**config.mk**
```make
export PLATFORM = sky130hd
export DESIGN_NAME = binary_dilation_3x3_top
export DESIGN_NICKNAME = d
export VERILOG_FILES = /design/src/hdl/bdil_pkg.sv /design/src/hdl/binary_dilation_3x3_top.sv /design/src/hdl/bdil_ctrl.sv /design/src/hdl/bdil_line.sv /design/src/hdl/bdil_ofifo.sv
export SDC_FILE = /design/constraint.sdc
export NUM_CORES = 2
export LEC_CHECK = 0
export BUFFER_PORTS_ARGS = -buffer_cell sky130_fd_sc_hd__buf_2
export CAP_MARGIN = 20
export CELL_PAD_IN_SITES_DETAIL_PLACEMENT = 2
export CELL_PAD_IN_SITES_GLOBAL_PLACEMENT = 2
export CORE_ASPECT_RATIO = 1.1
export CORE_MARGIN = 5
export CORE_UTILIZATION = 30
export CTS_CLUSTER_DIAMETER = 200
export DETAILED_ROUTE_END_ITERATION = 12
export PLACE_DENSITY_LB_ADDON = 0.15
export SYNTH_ARGS = -nofsm -noshare
export SYNTH_HDL_FRONTEND = slang
export SYNTH_SLANG_ARGS = --single-unit
```
**constraint.sdc**
```tcl
create_clock -name i_clk -period 39.3 [get_ports i_clk]
set_input_delay 3.93 -clock i_clk [delete_from_list [all_inputs] [get_ports i_clk]]
set_output_delay 3.93 -clock i_clk [all_outputs]
set_load 0.02 [all_outputs]
```
**src/hdl/bdil_pkg.sv**
```systemverilog
// Shared constants, codes and types of the 3x3 binary dilation block.
package bdil_pkg;

    localparam int MAX_WIDTH  = 1024;
    localparam int MAX_HEIGHT = 4096;

    localparam int COL_W      = $clog2(MAX_WIDTH);
    localparam int ROW_W      = $clog2(MAX_HEIGHT + 2);
    localparam int WIDTH_W    = 11;
    localparam int HEIGHT_W   = 13;
    localparam int CFG_DATA_W = 13;
    localparam int CFG_IDX_W  = 1;
    localparam int VALUE_W    = 32;

    localparam int FIFO_DEPTH = 4;
    localparam int FIFO_PTR_W = $clog2(FIFO_DEPTH);
    localparam int FIFO_CNT_W = $clog2(FIFO_DEPTH + 2);

    typedef enum logic [CFG_IDX_W-1:0] {
        REG_IMAGE_WIDTH  = 1'b0,
        REG_IMAGE_HEIGHT = 1'b1
    } t_reg_idx;

    typedef enum logic {
        CMD_PIXEL = 1'b0,
        CMD_FLUSH = 1'b1
    } t_cmd;

    typedef struct packed {
        logic top;
        logic bot;
        logic left;
        logic right;
    } t_mask;

    typedef struct packed {
        logic             valid;
        logic             pixel;
        logic [COL_W-1:0] addr;
        logic             emit;
        logic             last;
        t_mask            mask;
    } t_issue;

    typedef struct packed {
        logic             en;
        logic [COL_W-1:0] addr;
    } t_rd_req;

    typedef struct packed {
        logic pixel;
        logic last;
    } t_result;

endpackage

```
**src/hdl/binary_dilation_3x3_top.sv**
```systemverilog
// Top level of the streaming 3x3 binary dilation block.
//
//  channel   direction  handshake              payload
//  request   in         i_valid / o_ready      i_command, i_in_value
//  result    out        o_valid / i_ready      o_out_pixel, o_out_last
//  config    in         i_cfg_wr_en            i_cfg_index, i_cfg_wdata
//
// One request per cycle while o_ready is high; results pass the issue register and the queue.
// Line store reads at issue, writes back in the cycle after; same-column reuse is forwarded.
// The first flush after a one-row frame holds o_ready low for one extra cycle.
// Otherwise o_ready drops only when queued results plus the request in flight reach four.
// Reset clears counters, window and queue; the line store keeps its contents, no clearing pass.
module binary_dilation_3x3_top import bdil_pkg::*; (
    input  logic                      i_clk,
    input  logic                      i_rst_n,
    input  logic                      i_valid,
    output logic                      o_ready,
    input  logic                      i_command,
    input  logic signed [VALUE_W-1:0] i_in_value,
    input  logic                      i_cfg_wr_en,
    input  logic [CFG_IDX_W-1:0]      i_cfg_index,
    input  logic [CFG_DATA_W-1:0]     i_cfg_wdata,
    output logic                      o_valid,
    input  logic                      i_ready,
    output logic                      o_out_pixel,
    output logic                      o_out_last
);

    t_rd_req               rd;
    t_issue                s1;
    logic                  push;
    t_result               result;
    t_result               head;
    logic [FIFO_CNT_W-1:0] fifo_cnt;

    bdil_ctrl u_ctrl (
        .i_clk      (i_clk),
        .i_rst_n    (i_rst_n),
        .i_valid    (i_valid),
        .o_ready    (o_ready),
        .i_command  (i_command),
        .i_in_value (i_in_value),
        .i_cfg_wr_en(i_cfg_wr_en),
        .i_cfg_index(i_cfg_index),
        .i_cfg_wdata(i_cfg_wdata),
        .i_fifo_cnt (fifo_cnt),
        .o_rd       (rd),
        .o_s1       (s1)
    );

    bdil_line u_line (
        .i_clk   (i_clk),
        .i_rst_n (i_rst_n),
        .i_rd    (rd),
        .i_s1    (s1),
        .o_push  (push),
        .o_result(result)
    );

    bdil_ofifo u_ofifo (
        .i_clk  (i_clk),
        .i_rst_n(i_rst_n),
        .i_push (push),
        .i_data (result),
        .o_valid(o_valid),
        .i_ready(i_ready),
        .o_data (head),
        .o_count(fifo_cnt)
    );

    assign o_out_pixel = head.pixel;
    assign o_out_last  = head.last;

endmodule

```
**src/hdl/bdil_ctrl.sv**
```systemverilog
// Request decode, frame position counters, configuration and line store read issue.
module bdil_ctrl import bdil_pkg::*; (
    input  logic                    i_clk,
    input  logic                    i_rst_n,
    input  logic                    i_valid,
    output logic                    o_ready,
    input  logic                    i_command,
    input  logic signed [VALUE_W-1:0] i_in_value,
    input  logic                    i_cfg_wr_en,
    input  logic [CFG_IDX_W-1:0]    i_cfg_index,
    input  logic [CFG_DATA_W-1:0]   i_cfg_wdata,
    input  logic [FIFO_CNT_W-1:0]   i_fifo_cnt,
    output t_rd_req                 o_rd,
    output t_issue                  o_s1
);

    logic [WIDTH_W-1:0]  r_w, n_w;
    logic [HEIGHT_W-1:0] r_h, n_h;
    logic [COL_W-1:0]    r_ic, n_ic, r_oc, n_oc;
    logic [ROW_W-1:0]    r_ir, n_ir, r_or, n_or;
    logic                r_done, n_done, r_pad, n_pad;
    t_issue              r_s1, n_s1;

    logic [WIDTH_W-1:0]  w_eff;
    logic [HEIGHT_W-1:0] h_eff;
    logic [COL_W-1:0]    wm1;
    logic [ROW_W-1:0]    hm1;
    logic                acc, step, pix, is_pixel, primed, pending;
    logic [COL_W-1:0]    base_ic, base_oc;
    logic [ROW_W-1:0]    base_ir, base_or;

    always_comb begin
        if (r_w == '0) begin
            w_eff = WIDTH_W'(1);
        end else if (r_w > WIDTH_W'(MAX_WIDTH)) begin
            w_eff = WIDTH_W'(MAX_WIDTH);
        end else begin
            w_eff = r_w;
        end
        if (r_h == '0) begin
            h_eff = HEIGHT_W'(1);
        end else if (r_h > HEIGHT_W'(MAX_HEIGHT)) begin
            h_eff = HEIGHT_W'(MAX_HEIGHT);
        end else begin
            h_eff = r_h;
        end
    end

    assign wm1     = COL_W'(w_eff - WIDTH_W'(1));
    assign hm1     = ROW_W'(h_eff - HEIGHT_W'(1));
    assign pending = r_done && (r_or < ROW_W'(h_eff));

    assign o_ready = !r_pad &&
        ((FIFO_CNT_W'(i_fifo_cnt) + FIFO_CNT_W'(r_s1.valid)) < FIFO_CNT_W'(FIFO_DEPTH));
    assign acc     = i_valid && o_ready;

    always_comb begin
        n_w      = r_w;
        n_h      = r_h;
        n_ic     = r_ic;
        n_ir     = r_ir;
        n_oc     = r_oc;
        n_or     = r_or;
        n_done   = r_done;
        n_pad    = r_pad;
        n_s1     = '0;
        step     = 1'b0;
        pix      = 1'b0;
        is_pixel = 1'b0;
        base_ic  = r_ic;
        base_ir  = r_ir;
        base_oc  = r_oc;
        base_or  = r_or;

        if (acc && (t_cmd'(i_command) == CMD_PIXEL)) begin
            step     = 1'b1;
            is_pixel = 1'b1;
            pix      = |i_in_value;
            if (r_done) begin
                base_ic = '0;
                base_ir = '0;
                base_oc = '0;
                base_or = '0;
            end
        end else if (acc && (t_cmd'(i_command) == CMD_FLUSH)) begin
            step = pending;
        end else if (r_pad) begin
            step = 1'b1;
        end

        primed = (base_ir >= ROW_W'(2)) || ((base_ir == ROW_W'(1)) && (base_ic != '0));

        if (step) begin
            n_s1.valid      = 1'b1;
            n_s1.pixel      = pix;
            n_s1.addr       = base_ic;
            n_s1.emit       = primed;
            n_s1.last       = (base_or == hm1) && (base_oc == wm1);
            n_s1.mask.top   = (base_or != '0);
            n_s1.mask.bot   = (base_or != hm1);
            n_s1.mask.left  = (base_oc != '0);
            n_s1.mask.right = (base_oc != wm1);

            if (base_ic == wm1) begin
                n_ic = '0;
                n_ir = base_ir + ROW_W'(1);
            end else begin
                n_ic = base_ic + COL_W'(1);
                n_ir = base_ir;
            end

            n_oc = base_oc;
            n_or = base_or;
            if (primed) begin
                if (base_oc == wm1) begin
                    n_oc = '0;
                    n_or = base_or + ROW_W'(1);
                end else begin
                    n_oc = base_oc + COL_W'(1);
                end
            end

            if (is_pixel) begin
                n_done = (base_ir == hm1) && (base_ic == wm1);
                n_pad  = 1'b0;
            end else begin
                n_pad  = !primed;
            end
        end

        if (i_cfg_wr_en) begin
            case (t_reg_idx'(i_cfg_index))
                REG_IMAGE_WIDTH: begin
                    n_w = i_cfg_wdata[WIDTH_W-1:0];
                end
                REG_IMAGE_HEIGHT: begin
                    n_h = i_cfg_wdata[HEIGHT_W-1:0];
                end
                default: begin
                    n_w = r_w;
                end
            endcase
            n_ic   = '0;
            n_ir   = '0;
            n_oc   = '0;
            n_or   = '0;
            n_done = 1'b0;
            n_pad  = 1'b0;
        end
    end

    always_ff @(posedge i_clk) begin
        if (!i_rst_n) begin
            r_w    <= WIDTH_W'(1024);
            r_h    <= HEIGHT_W'(1024);
            r_ic   <= '0;
            r_ir   <= '0;
            r_oc   <= '0;
            r_or   <= '0;
            r_done <= 1'b0;
            r_pad  <= 1'b0;
            r_s1   <= '0;
        end else begin
            r_w    <= n_w;
            r_h    <= n_h;
            r_ic   <= n_ic;
            r_ir   <= n_ir;
            r_oc   <= n_oc;
            r_or   <= n_or;
            r_done <= n_done;
            r_pad  <= n_pad;
            r_s1   <= n_s1;
        end
    end

    assign o_rd.en   = step;
    assign o_rd.addr = base_ic;
    assign o_s1      = r_s1;

    a_pad_after_frame: assert property (@(posedge i_clk) disable iff (!i_rst_n)
        r_pad |-> r_done)
        else $error("line padding outside a complete frame");

    a_out_row_bound: assert property (@(posedge i_clk) disable iff (!i_rst_n)
        r_or <= ROW_W'(h_eff))
        else $error("output row beyond frame height");

endmodule

```
**src/hdl/bdil_line.sv**
```systemverilog
// Two-row line store with read-modify-write, forwarding and the 3x3 window.
module bdil_line import bdil_pkg::*; (
    input  logic    i_clk,
    input  logic    i_rst_n,
    input  t_rd_req i_rd,
    input  t_issue  i_s1,
    output logic    o_push,
    output t_result o_result
);

    logic [1:0] r_mem [MAX_WIDTH];
    logic [1:0] r_rd;
    logic       r_fwd;
    logic [1:0] r_fwd_data;
    logic [2:0] r_left, r_ctr;

    logic [1:0] rd_eff;
    logic [1:0] wr_data;
    logic [2:0] col_new;
    logic       row_t, row_m, row_b, dil;

    assign rd_eff  = r_fwd ? r_fwd_data : r_rd;
    assign wr_data = {rd_eff[0], i_s1.pixel};
    assign col_new = {rd_eff[1], rd_eff[0], i_s1.pixel};

    always_ff @(posedge i_clk) begin
        if (i_s1.valid) begin
            r_mem[i_s1.addr] <= wr_data;
        end
        if (i_rd.en) begin
            r_rd       <= r_mem[i_rd.addr];
            r_fwd_data <= wr_data;
        end
    end

    always_ff @(posedge i_clk) begin
        if (!i_rst_n) begin
            r_fwd  <= 1'b0;
            r_left <= '0;
            r_ctr  <= '0;
        end else begin
            if (i_rd.en) begin
                r_fwd <= i_s1.valid && (i_s1.addr == i_rd.addr);
            end
            if (i_s1.valid) begin
                r_left <= r_ctr;
                r_ctr  <= col_new;
            end
        end
    end

    always_comb begin
        row_t = (r_left[2] & i_s1.mask.left) | r_ctr[2] | (col_new[2] & i_s1.mask.right);
        row_m = (r_left[1] & i_s1.mask.left) | r_ctr[1] | (col_new[1] & i_s1.mask.right);
        row_b = (r_left[0] & i_s1.mask.left) | r_ctr[0] | (col_new[0] & i_s1.mask.right);
        dil   = (row_t & i_s1.mask.top) | row_m | (row_b & i_s1.mask.bot);
    end

    assign o_push         = i_s1.valid && i_s1.emit;
    assign o_result.pixel = dil;
    assign o_result.last  = i_s1.last;

endmodule

```
**src/hdl/bdil_ofifo.sv**
```systemverilog
// Four-entry result queue between the window and the output channel.
module bdil_ofifo import bdil_pkg::*; (
    input  logic                  i_clk,
    input  logic                  i_rst_n,
    input  logic                  i_push,
    input  t_result               i_data,
    output logic                  o_valid,
    input  logic                  i_ready,
    output t_result               o_data,
    output logic [FIFO_CNT_W-1:0] o_count
);

    t_result               r_mem [FIFO_DEPTH];
    logic [FIFO_PTR_W-1:0] r_wptr, r_rptr;
    logic [FIFO_CNT_W-1:0] r_cnt, n_cnt;
    logic                  pop;

    assign o_valid = (r_cnt != '0);
    assign pop     = o_valid && i_ready;
    assign o_data  = r_mem[r_rptr];
    assign o_count = r_cnt;

    always_comb begin
        n_cnt = r_cnt;
        if (i_push && !pop) begin
            n_cnt = r_cnt + FIFO_CNT_W'(1);
        end else if (!i_push && pop) begin
            n_cnt = r_cnt - FIFO_CNT_W'(1);
        end
    end

    always_ff @(posedge i_clk) begin
        if (i_push) begin
            r_mem[r_wptr] <= i_data;
        end
    end

    always_ff @(posedge i_clk) begin
        if (!i_rst_n) begin
            r_wptr <= '0;
            r_rptr <= '0;
            r_cnt  <= '0;
        end else begin
            if (i_push) begin
                r_wptr <= r_wptr + FIFO_PTR_W'(1);
            end
            if (pop) begin
                r_rptr <= r_rptr + FIFO_PTR_W'(1);
            end
            r_cnt <= n_cnt;
        end
    end

    a_no_overflow: assert property (@(posedge i_clk) disable iff (!i_rst_n)
        i_push |-> (r_cnt < FIFO_CNT_W'(FIFO_DEPTH)))
        else $error("result queue overflow");

endmodule

```
======== Yosys cells after proc, flatten, opt, wreduce, memory -nomap -nowiden ========
Memories as Yosys holds them, arrays and structs flattened. A register that Yosys moved wholly into a read port is not among the register bits.
Index checks and enable logic that the tools add are counted.
operators by class
  add/subtract/negate cells ............... 11
  order comparisons ....................... 5
  equality and inequality tests ........... 8
  multiplexer cells ....................... 34
  bitwise operators ....................... 19
  reduce and logical (&&, ||, !) cells .... 32
operator list
  operator                 count
  $mux W13                 9
  $mux W10                 9
  $reduce_or A32 Y1        1
  $eq A10 B10 Y1           3
  $add A13 B1 Y13 const B  2
  $eq A13 B13 Y1           2
  $add A10 B1 Y10 const B  2
  $reduce_bool A10 Y1      2
  $mux W18                 1
  $eq A13 B1 Y1 const B    1
  $ge A13 B2 Y1 const B    1
  $gt A13 B13 Y1 const B   1
  $logic_and A1 B1 Y1      13
  $logic_not A13 Y1        1
  $lt A13 B13 Y1           1
  $ne A13 B13 Y1           1
  $reduce_bool A13 Y1      1
  $sub A13 B1 Y13 const B  1
  $gt A11 B11 Y1 const B   1
  $logic_not A11 Y1        1
  $mux W1                  10
  $ne A10 B10 Y1           1
  $sub A10 B1 Y10 const B  1
  $and A1 B1 Y1            8
  16 further kinds         35
storage, ports and cells
  register bits after elaboration ......... 106
  RAM bits ................................ 2056
  input port bits ......................... 52
  logic and storage cells ................. 135
  memories kept ........................... 2
memory list
  name           words  bits a word  rd ports  clocked after memory_dff  write ports  RTL line          text
  u_line.r_mem   1024   2            1         1                         1            bdil_line.sv:11   logic [1:0] r_mem [MAX_WIDTH];
  u_ofifo.r_mem  4      2            1         1                         1            bdil_ofifo.sv:13  t_result r_mem [FIFO_DEPTH];

======== Depth between registers and ports, before layout ========
  depth after elaboration ................. 11
  gate-level depth with buffers ........... 18
  mapped depth without buffers ............ 13

======== Cells and area by module ========
A second synthesis with hierarchy kept.
second synthesis, totals
  cell total of the unflattened synthesis .. 5793
  area total of the unflattened synthesis .. 91724.2 um^2
modules (own cells, without submodules)
  module      instances  cells each  area each (um^2)  sequential area each (um^2)
  bdil_line   1          4878        84497.3           61759.2
  bdil_ctrl   1          863         6471.2            1801.7
  bdil_ofifo  1          52          755.7             420.4

======== Least setup slack after synthesis ========
Ideal clock, no wire load.
  path kind ............................... register to register
  start point ............................. register u_ctrl.r_s1 (netlist bit u_ctrl.o_s1[16])
  end point ............................... register u_line.r_fwd_data[0], data pin
  data arrival time ....................... 12.776 ns
  path slack .............................. 23.702 ns
  stages on the path, launching flop included .. 1
  period minus slack after synthesis ...... 15.598 ns
  cells stage by stage .................... dfxtp_1
RTL lines
  what                      RTL line          text
  start: declaration        bdil_ctrl.sv:22   t_issue r_s1, n_s1;
  start signal: assignment  bdil_ctrl.sv:172  r_s1 <= n_s1;
  end signal: assignment    bdil_line.sv:32   r_fwd_data <= wr_data;
  end: declaration          bdil_line.sv:14   logic [1:0] r_fwd_data;
No word-level cell between the ends.

======== Worst setup path in the final report ========
  start point ............................. input i_command
  end point ............................... register u_line.r_rd[1], read port of u_line.r_mem, data pin
on the way
  cells in the longest elaborated chain, start to end .. 3
ends and longest elaborated chain
  what                                               RTL line                          text
  start: declaration                                 binary_dilation_3x3_top.sv:18     input logic i_command,
  $logic_and A1 B1 Y1 or $not A1 Y1 (tied branches)  bdil_ctrl.sv:85, bdil_ctrl.sv:75
  $mux W1 or $logic_and A1 B1 Y1 (tied branches)     bdil_ctrl.sv:85, bdil_ctrl.sv:75
  $mux W1 or $mux W10 (tied branches)                bdil_ctrl.sv:75                   if (acc && (t_cmd'(i_command) == CMD_PIXEL)) begin
  end: declaration                                   bdil_line.sv:12                   logic [1:0] r_rd;
Several ways; a longest one is shown, not always the timed one.
A chain may end at the register's enable or synchronous reset.

==> results by group <==
Global routing
  • Vias in the first global route: 70732
  • GRT Resource Usage Total: 0.270
  • Gr ovfl total: 0
  • First-pass GRT wire length: roughly 600000 um
  • Antenna violations before repair: 48
  • Largest net degree at the start of global routing: roughly 180

Synth
  • Net count after synthesis: between 7000 and 8000
  • Synth area leader: edfxtp_1
  • Mapped cell area: 93300 um^2
  • Sequential-to-total area share from yosys stat: 0.686
  • Post-synth EDFFs: 2060
  • Yosys warnings: 0
  • Synth async-reset ratio: 0
  • Yosys top cell area share: 0.663
  • Post-Syn Instances: 7249
  • Yosys reg bits: 2166
  • Post-synthesis cell type count: 89
  • Avg Cell Area, Syn: 12.9 um^2
  • Synth top area cells: edfxtp_1, nor2_1, mux2i_1, dfxtp_1, o221ai_1
  • Ys flop type: edfxtp_1

Pwr
  • Cell Int Power: 3.84 mW
  • Sw Ratio: 0.222
  • Peak supply drop: 0.0391 mV
  • Logic pwr share: 0.030
  • Leakage: 31.0 nW
  • Sw power: 1.10 mW
  • PwrDens: 46.2 nW/um^2
  • Clock share of power: 0.458
  • Sequential share of power: 0.512

Placed design
  • GP Congestion: 0.837
  • Placed cell area: around 99000 um^2
  • Port Buf Inserts: 55
  • Detailed Place HPWL: 270000 um

Job
  • Max Cap Viol: 0

Critical path
  • Setup CP Type: in2reg
  • Critical Path Source Type: input port
  • Critical Path End Type: flop
  • Worst Path Required: 39.97 ns
  • Max Fanout on Critical Path: 70
  • Worst endpoint data arrival time: 9.79 ns

STA
  • Period utilization: 0.232
  • Unrepaired setup endpoints after global routing: false
  • Fin. Hold Viols: 0
  • FMAX: between 100 and 150 MHz
  • Relative slew margins: 0.187
  • Endpoints failing setup: 0
  • Setup Skew: between 0.1 and 0.15 ns
  • Worst-margin pin slew: approximately 1.2 ns
  • Minimum clock period after layout: 9.13 ns
  • Setup TNS Final: 0 ns
  • Final Slew Violations: 0

Clocking
  • CTS Hold Buffers Added: 0
  • Worst-Skew Late Latency: 0.96 ns
  • CTS max path bufs: 4
  • CTS Sinks: 2166
  • Reg clk slew, reported paths: 0.07 ns
  • CTS tree: yes
  • Post-CTS Setup Repair Bufs: 0
  • Cts bufs inserted: 247
  • H-tree levels: 4
  • Post_cts resized: 0
  • Root buffer cell: clkbuf_16

Floorplanning
  • # IOs: 56
  • Cell row count: 214
  • CORE AREA: 309000 um^2
  • Die Area: 322000 um^2
  • Initial Utilization: 0.302
  • Die width: around 540 um
  • Die Span Y: 595 um

Cells and area
  • Fin area: 107000 um^2
  • Number of fill cells: 31607
  • Ratio of cells with drive above 1 in the final layout: 0.130
  • Area Overhead vs Synth: 14.5%
  • Most common cell after layout, fill and taps aside: edfxtp_1
  • Commonest cells after routing, fill and taps aside: edfxtp_1, nor2_1, nand2_1
  • Layout Nets: 7279

Detailed routing
  • Vias/cell: 5.89
  • DRC viols: 0
  • Initial drt markers: 7986
  • Avg WL per Cell: 39.1 um
  • Via count: between 60000 and 70000
  • Remaining antenna violation count: 0
  • Final wirelength: 449000 um
  • Number of iterations in the first detailed-routing pass: 7

Status
  • Status: finished clean

Worst hold path
  • HP Class: reg2reg
[registers in the layout (all words and copies together), names as in the netlist, 2 cells and up, named ones only]
signal / flops
u_ctrl.r_w: 11
u_line.r_ctr: 3
u_ctrl.r_h: 13
u_ctrl.r_ir: 13
u_line.r_left: 3
u_ofifo.o_count: 3
u_line.r_mem: 2048
u_ctrl.o_s1: 18
u_ctrl.r_or: 13
u_line.r_rd: 2
u_ctrl.r_oc: 10
u_line.r_fwd_data: 2
u_ofifo.r_mem: 8
u_ofifo.r_wptr: 2
u_ofifo.r_rptr: 2
u_ctrl.r_ic: 10
[layer usage]
layer  part of all wire  global-route usage
met1               0.41               0.356
met2               0.47               0.447
met3              0.068              0.0396
met4              0.047               0.108
met5            0.00018                   0
[synthesized netlist by cell type, types with 56 or more instances]
| library cell | number |
|---|---|
| edfxtp_1 | 2060 |
| nor2_1 | 1340 |
| nand2_1 | 403 |
| clkbuf_1 | 395 |
| mux2i_1 | 310 |
| a21oi_1 | 296 |
| o21ai_0 | 258 |
| o221ai_1 | 189 |
| o22ai_1 | 162 |
| buf_1 | 150 |
| a31oi_1 | 110 |
| dfxtp_1 | 106 |
| mux2_2 | 106 |
| a211oi_1 | 100 |
| nand3_1 | 97 |
| nor3_1 | 95 |
| buf_2 | 88 |
| inv_1 | 78 |
| o211ai_1 | 68 |
| and3_1 | 56 |
[worst paths after layout]
path / startpoint / endpoint / slack (ns) / depth (start not counted)
worst max-delay path: i_command / u_line.r_rd[1] / 30.17 / 16
worst max register to register: u_ctrl.o_s1[17] / u_line.r_rd[1] / 32.56 / 16
worst min register to register: u_ctrl.r_w[9] / u_ctrl.r_w[9] / 0.52 / 2
worst min-delay path: u_ctrl.r_w[9] / u_ctrl.r_w[9] / 0.52 / 2
[power groups by stage]
stage | combinational [mW] | sequential, mW | clock [mW]
after CTS | 0.148 | 2.53 | 2.30
after global placement | 0.145 | 2.58 | 0
final | 0.148 | 2.53 | 2.26
after floorplan | 0.0708 | 2.61 | 0
after detailed placement | 0.148 | 2.58 | 0
after global routing | 0.155 | 2.53 | 2.40
[stage by stage]
step	std cells	power [mW]	util	setup WS (ns)	hold slack, ns
final	11492	4.94	0.346	30.17	0.519
after global routing	11487	5.08	0.346	30.02	0.549
after CTS	11482	4.98	0.345	30.19	0.528
after global placement	11041	2.73	0.320	29.14	0.502
after floorplan	7249	2.68	-	23.70	0.438
after detailed placement	11050	2.73	0.321	29.16	0.516
[critical path: stages]
cell,delay (ns)
buf_2,0.13
nand4bb_1,0.33
a21oi_4,0.23
buf_12,0.45
nor2_4,0.02
buf_4,0.35
inv_6,0.50
buf_4,0.64
buf_4,0.69
buf_4,0.49
mux2i_1,0.25
a21oi_1,0.09
o311ai_0,0.43
a32oi_1,0.17
o32ai_1,0.66
nor3_1,0.16
[kinds of logic after synthesis]
family,share of synthesized area
DFF,0.686
buffers and inverters,0.0301
xor gates and xnor gates,0.00493
muxes,0.0563
and+or+nand+nor,0.105
adders and majority gates,0.00397
AOI/OAI and AO/OA,0.114
[area by class of cell]
type / count / area (um^2) / area share
Inverter: 82 / 322 / 0.00301
Clock buffer: 307 / 6530 / 0.0611
Antenna cell: 7 / 17.5 / 0.000164
Multi-Input combinational cell: 4366 / 27200 / 0.255
Tap cell: 4104 / 5130 / 0.0481
Clock inverter: 125 / 1080 / 0.0101
Sequential cell: 2166 / 64000 / 0.599
Timing Repair Buffer: 335 / 2520 / 0.0236
(Power assumes the default switching activity.)
